==> src/crc16rb_pkg.sv <==
// crc16rb_pkg: shared types, constants and crc helper functions
// for the reflected byte-stream crc-16 block; no dependencies
`timescale 1ns / 1ps

package crc16rb_pkg;

   localparam logic [15:0] CRC_INIT = 16'hFFFF;
   localparam logic [15:0] CRC_POLY = 16'h8005;

   // word held in the input register
   typedef struct packed {
      logic       valid;
      logic [7:0] data_byte;
      logic       last_byte;
   } byte_stage_type;

   function automatic logic [7:0] rev8(input logic [7:0] v);
      logic [7:0] x;
      x = ((v & 8'hAA) >> 1) | ((v & 8'h55) << 1);
      x = ((x & 8'hCC) >> 2) | ((x & 8'h33) << 2);
      x = ((x & 8'hF0) >> 4) | ((x & 8'h0F) << 4);
      return x;
   endfunction

   function automatic logic [15:0] rev_in_bytes(input logic [15:0] v);
      logic [15:0] x;
      x = ((v & 16'hAAAA) >> 1) | ((v & 16'h5555) << 1);
      x = ((x & 16'hCCCC) >> 2) | ((x & 16'h3333) << 2);
      x = ((x & 16'hF0F0) >> 4) | ((x & 16'h0F0F) << 4);
      return x;
   endfunction

   // eight msb-first shift steps, unrolled into xor logic
   function automatic logic [15:0] absorb(input logic [15:0] acc, input logic [7:0] data);
      logic [15:0] r;
      r = acc ^ {rev8(data), 8'h00};
      for (int k = 0; k < 8; k++) begin
         if (r[15]) begin
            r = {r[14:0], 1'b0} ^ CRC_POLY;
         end else begin
            r = {r[14:0], 1'b0};
         end
      end
      return r;
   endfunction

endpackage

==> src/crc16rb_ifs.sv <==
// crc16rb channel interfaces: byte request and crc response
// valid/ready handshake; no dependencies
`timescale 1ns / 1ps

interface crc16rb_req_if;
   logic       valid;
   logic       ready;
   logic [7:0] data_byte;
   logic       last_byte;

   modport source (output valid, output data_byte, output last_byte, input ready);
   modport sink (input valid, input data_byte, input last_byte, output ready);
endinterface

interface crc16rb_rsp_if;
   logic        valid;
   logic        ready;
   logic [15:0] crc_value;

   modport source (output valid, output crc_value, input ready);
   modport sink (input valid, input crc_value, output ready);
endinterface

==> src/crc16_reflected_byte_stream.sv <==
// crc16_reflected_byte_stream: top level, input register plus crc core
// depends on crc16rb_pkg, crc16rb_ifs, crc16rb_in_stage, crc16rb_core
// latency: an accepted last byte passes the input register, then the result register, before its crc word shows on rsp
// throughput: one byte word per cycle, except that a last byte waits while a held result is stalled on rsp
// reset: synchronous active high; clears both valid flags, running crc to 0xffff
`timescale 1ns / 1ps

module crc16_reflected_byte_stream
   import crc16rb_pkg::*;
(
   input  logic                 clock,
   input  logic                 reset,
   crc16rb_req_if.sink          req_chan,
   crc16rb_rsp_if.source        rsp_chan
);

   // word sitting in the input register
   byte_stage_type stage;
   // core takes the held word this cycle
   logic           stage_take;

   // input register: refills in the same cycle its word moves on
   crc16rb_in_stage u_in_stage (
      .clock         (clock),
      .reset         (reset),
      .req_valid     (req_chan.valid),
      .req_ready     (req_chan.ready),
      .req_data_byte (req_chan.data_byte),
      .req_last_byte (req_chan.last_byte),
      .stage_take    (stage_take),
      .stage         (stage)
   );

   // crc update, running value and result register; result parts the two sides
   crc16rb_core u_core (
      .clock         (clock),
      .reset         (reset),
      .stage         (stage),
      .stage_take    (stage_take),
      .rsp_valid     (rsp_chan.valid),
      .rsp_ready     (rsp_chan.ready),
      .rsp_crc_value (rsp_chan.crc_value)
   );

endmodule

==> src/crc16rb_in_stage.sv <==
// crc16rb_in_stage: input register for one byte word
// depends on crc16rb_pkg
`timescale 1ns / 1ps

module crc16rb_in_stage
   import crc16rb_pkg::*;
(
   input  logic           clock,
   input  logic           reset,
   input  logic           req_valid,
   output logic           req_ready,
   input  logic [7:0]     req_data_byte,
   input  logic           req_last_byte,
   input  logic           stage_take,
   output byte_stage_type stage
);

   byte_stage_type stage_ff, stage_in;

   // free when empty or when the held word moves on this cycle
   assign req_ready = !stage_ff.valid || stage_take;
   assign stage     = stage_ff;

   always_comb begin
      stage_in = stage_ff;
      if (req_ready) begin
         stage_in.valid     = req_valid;
         stage_in.data_byte = req_data_byte;
         stage_in.last_byte = req_last_byte;
      end
   end

   always_ff @(posedge clock) begin
      if (reset) begin
         stage_ff.valid <= 1'b0;
      end else begin
         stage_ff.valid <= stage_in.valid;
      end
      stage_ff.data_byte <= stage_in.data_byte;
      stage_ff.last_byte <= stage_in.last_byte;
   end

endmodule

==> src/crc16rb_core.sv <==
// crc16rb_core: running crc register, byte update and result register
// depends on crc16rb_pkg
`timescale 1ns / 1ps

module crc16rb_core
   import crc16rb_pkg::*;
(
   input  logic           clock,
   input  logic           reset,
   input  byte_stage_type stage,
   output logic           stage_take,
   output logic           rsp_valid,
   input  logic           rsp_ready,
   output logic [15:0]    rsp_crc_value
);

   logic [15:0] crc_ff, crc_in;
   logic        out_valid_ff, out_valid_in;
   logic [15:0] out_crc_ff, out_crc_in;
   logic        out_free;
   logic [15:0] crc_next;

   assign out_free   = !out_valid_ff || rsp_ready;
   // a non-last byte never needs the result register
   assign stage_take = stage.valid && (!stage.last_byte || out_free);
   assign crc_next   = absorb(crc_ff, stage.data_byte);

   always_comb begin
      crc_in       = crc_ff;
      out_valid_in = out_valid_ff && !rsp_ready;
      out_crc_in   = out_crc_ff;
      if (stage_take) begin
         if (stage.last_byte) begin
            crc_in       = CRC_INIT;
            out_valid_in = 1'b1;
            out_crc_in   = rev_in_bytes(crc_next);
         end else begin
            crc_in = crc_next;
         end
      end
   end

   always_ff @(posedge clock) begin
      if (reset) begin
         crc_ff       <= CRC_INIT;
         out_valid_ff <= 1'b0;
      end else begin
         crc_ff       <= crc_in;
         out_valid_ff <= out_valid_in;
      end
      out_crc_ff <= out_crc_in;
   end

   assign rsp_valid     = out_valid_ff;
   assign rsp_crc_value = out_crc_ff;

endmodule

==> src/flat_wrapper.sv <==
// flat-port wrapper written by rule: the top's interface ports become plain ports
module crc16_reflected_byte_stream_flat import crc16rb_pkg::*;
  (clock, reset, req_chan_valid, req_chan_data_byte, req_chan_last_byte, req_chan_ready, rsp_chan_valid, rsp_chan_crc_value, rsp_chan_ready);
  crc16rb_req_if req_chan_i ();
  crc16rb_rsp_if rsp_chan_i ();
  input  logic clock;
  input  logic reset;
  input wire logic [$bits(req_chan_i.valid)-1:0] req_chan_valid;
  input wire logic [$bits(req_chan_i.data_byte)-1:0] req_chan_data_byte;
  input wire logic [$bits(req_chan_i.last_byte)-1:0] req_chan_last_byte;
  output wire logic [$bits(req_chan_i.ready)-1:0] req_chan_ready;
  output wire logic [$bits(rsp_chan_i.valid)-1:0] rsp_chan_valid;
  output wire logic [$bits(rsp_chan_i.crc_value)-1:0] rsp_chan_crc_value;
  input wire logic [$bits(rsp_chan_i.ready)-1:0] rsp_chan_ready;
  assign req_chan_i.valid = req_chan_valid;
  assign req_chan_i.data_byte = req_chan_data_byte;
  assign req_chan_i.last_byte = req_chan_last_byte;
  assign req_chan_ready = req_chan_i.ready;
  assign rsp_chan_valid = rsp_chan_i.valid;
  assign rsp_chan_crc_value = rsp_chan_i.crc_value;
  assign rsp_chan_i.ready = rsp_chan_ready;
  crc16_reflected_byte_stream u_core (.clock(clock), .reset(reset), .req_chan(req_chan_i), .rsp_chan(rsp_chan_i));
endmodule
==> config.mk <==
export PLATFORM = sky130hd
export DESIGN_NAME = crc16_reflected_byte_stream_flat
export DESIGN_NICKNAME = d
export VERILOG_FILES = /design/src/crc16rb_pkg.sv /design/src/crc16rb_ifs.sv /design/src/crc16_reflected_byte_stream.sv /design/src/crc16rb_in_stage.sv /design/src/crc16rb_core.sv /design/src/flat_wrapper.sv
export SDC_FILE = /design/constraint.sdc
export NUM_CORES = 1
export LEC_CHECK = 0
export BUFFER_PORTS_ARGS = -buffer_cell sky130_fd_sc_hd__buf_2
export CORE_MARGIN = 5
export CORE_UTILIZATION = 53
export DETAILED_ROUTE_END_ITERATION = 16
export PLACE_DENSITY = 0.77
export RECOVER_POWER = 25
export SLEW_MARGIN = 5
export SYNTH_ARGS = -nofsm -noshare
export SYNTH_HDL_FRONTEND = slang
export SYNTH_SLANG_ARGS = --single-unit
export TNS_END_PERCENT = 1
==> constraint.sdc <==
create_clock -name clock -period 2.3 [get_ports clock]
set_input_delay 0.23 -clock clock [delete_from_list [all_inputs] [get_ports clock]]
set_output_delay 0.23 -clock clock [all_outputs]
set_load 0.01 [all_outputs]
==> summary.txt <==
Run status
  • Status: completed

Detailed routing
  • Final wirelength: 2.66 mm
  • Vias per Instance: 5.08
  • DRT Pass-1 Iters: 4
  • Antenna Nets Post-Route: 0
  • DRT iter0 DRCs: 34
  • DRC: 0
  • Vias: 1001
  • Wire per inst: 13.5 um

Global route
  • Total GRT Usage: 14.5%
  • Initial antenna violation count: 0
  • Largest net degree at the start of global routing: 19
  • First-pass GRT wire length: 4.53 mm
  • Grt ovf: 0
  • Vias in the first global route: 994

Synth
  • Post-synth EDFFs: 25
  • Area share of the largest cell type after synthesis: 45.8%
  • Synth Warn #: 0
  • Synth top area cells: edfxtp_1 46%, dfxtp_1 22%, nand2_1 6.6%
  • Yosys top cell by area: edfxtp_1
  • Top-count cell post-synth: nand2_1
  • Synth cell count leaders: 29 x nand2_1, 25 x edfxtp_1, 18 x dfxtp_1, 13 x nand3_1, 9 x xnor2_1
  • Synth Register Bits: 43
  • Unique masters post-synth: 21
  • Mapped Area: 0.00164 sq mm
  • Most frequently used flop master after synthesis: edfxtp_1
  • FFs w/ async S/R, synth: 0%
  • Post-synthesis sequential area ratio: 67.7%
  • Avg Inst Size Synth: 13.0 sq um
  • Post-synthesis net count: 139
  • Gate count of the mapped netlist: 126

Layout
  • Layout cell share with drive strength beyond 1: 24.4%
  • Diodes inserted: 0
  • Util after Layout: 62.7%
  • Nets: 176
  • Syn-to-layout area delta: 14.7%

Timing
  • Post-route minimum period: 2040 ps
  • Slew headroom: 60.7%
  • Final Hold Fails: 0
  • Worst-Margin Slew: 587 ps
  • Fmax: 490 MHz
  • Final slew viol count: 0
  • Setup TNS: 0 ps
  • Setup violations, final: 0
  • Fin Clk Skew: 16.8 ps
  • Tcrit/Tclk final: 88.7%
  • RSZ-0062 raised after global routing: false
  • Final hold slack: 61.5 ps

Clocking
  • Clock slew at the register clock pins of the worst setup and hold paths: 110 ps
  • CTS Hold Bufs: 0
  • Max clock buf depth: 2
  • CTS buffer count: 5
  • PostCTS Resize Cnt: 0
  • Cell at the root of the clock tree: clkbuf_4
  • Max H-tree Level: 2
  • Clk Latency, worst-skew pair: 350 ps
  • TritonCTS clock tree: done
  • Post-CTS Setup Bufs: 0
  • Clock Sinks: 43

Worst setup path
  • Largest stage delay on the critical path: 480 ps
  • Cell Chain, Critical Path: xor2_1 -> xnor3_1 -> xnor3_2 -> xnor3_1 -> inv_1
  • Most used cell, CP: xnor3_1
  • Worst Path Arrival: 2140 ps
  • CP required: 2400 ps
  • CP Capture Type: flip-flop
  • Crit start category: flip-flop
  • CP max FO: 4
  • CP Class: flip-flop to flip-flop
  • Reg2reg path depth: 5
  • Cell at the slowest stage of the critical path: xnor3_1

Die
  • Die height: 65.6 um
  • Die ar.: 0.00431 sq mm
  • Initial Util: 54.6%
  • Die W: 65.6 um
  • Num ports: 31
  • Core area: 0.00300 sq mm
  • Number of core rows: 20

Placed design
  • RePlAce Congestion: 0.847
  • Post-detail-place hpwl: 2.01 mm
  • Port Buf Inserts: 30

Min path
  • Worst Hold Path Cells: 1
  • Worst min-delay path category: primary input to flip-flop

Pwr
  • PD cells: 838 mW/mm^2
  • Leak Pwr: 0.807 nW
  • Worst VDD drop: 404 uV

Run
  • Max cap viols: 0
==> through the flow <==
step | std cells | setup slack (ps) | power [W] | cell area, sq um
finish | 197 | 260 | 0.00158 | 1880
global placement | 189 | 428 | 0.00124 | 1840
detailed placement | 189 | 346 | 0.00126 | 1840
floorplan | 126 | 329 | 0.00117 | 1640
global route | 197 | 207 | 0.00166 | 1880
CTS | 197 | 329 | 0.00159 | 1890
==> layout by cell type (no fill, tap or decap) <==
cell type   n
xnor3_1     2
a21boi_1    1
inv_1       5
xnor3_2     1
o211ai_2    1
clkbuf_1    4
xor2_1      7
nand2_1    29
edfxtp_1   25
buf_4       3
nor2_1      2
a21oi_1     2
buf_2      27
o211ai_1    2
xnor2_1     9
nor3_1      1
and2_1      1
a31oi_1     1
nor2b_1     1
clkbuf_4    5
clkinv_1    1
clkinv_2    1
nand3_1    13
dfxtp_1    18
xnor2_2     2
==> worst max-delay path, delay by kind of cell, from the launching register on <==
kind      cells  cell delay (ps)
xor+xnor      4             1360
flops         1              390
buf+inv       1               60
==> logic make-up after synthesis <==
kind of cell	share of synthesized area (%)
buf+inv	1.83
simple gates	12.1
flops	67.7
compound gates	3.13
xor+xnor	15.2
==> layout make-up <==
type,count,area (sq um)
well taps,33,41.3
flip-flops and latches,43,1110
multi-input cells,75,492
inverters,5,18.8
fillers,262,1120
repair buffers,33,169
clock buffers,6,41.3
clock inverters,2,8.76
==> where the power goes <==
part / internal (W) / leakage (nW) / switching, W / total, W
clock: 0.000115 / 0.0297 / 0.000223 / 0.000338
combinational: 0.000145 / 0.390 / 0.000171 / 0.000316
sequential: 0.000894 / 0.387 / 0.0000277 / 0.000922
total: 0.00115 / 0.807 / 0.000422 / 0.00158
==> state kept, by name (all words and copies together), names as in the netlist <==
signal,flops
u_core.u_core.rsp_crc_value,16
u_core.u_in_stage.stage,10
u_core.u_core.crc_ff,16
u_core.u_core.rsp_valid,1
==> path summary, 6_finish.rpt <==
check                                                       to                       start  slack [ps]
worst max-delay path            u_core.u_core.rsp_crc_value[8]  u_core.u_in_stage.stage[1]         260
worst max register to register  u_core.u_core.rsp_crc_value[8]  u_core.u_in_stage.stage[1]         260
worst min-delay path                u_core.u_in_stage.stage[3]       req_chan_data_byte[2]          60
worst min register to register  u_core.u_core.rsp_crc_value[9]     u_core.u_core.crc_ff[6]         470
==> layer usage <==
metal / vias up / part of all wire, % / routed length (um) / GRT usage, %
met4: 0 / 1.6 / 42 / 5.44
li1: 503 / - / - / -
met5: - / 0 / 0 / 0
met2: 30 / 51 / 1350 / 24.8
met3: 4 / 5.9 / 156 / 5.13
met1: 464 / 42 / 1120 / 16.4
No activity file was read; power rests on OpenSTA's default activity.
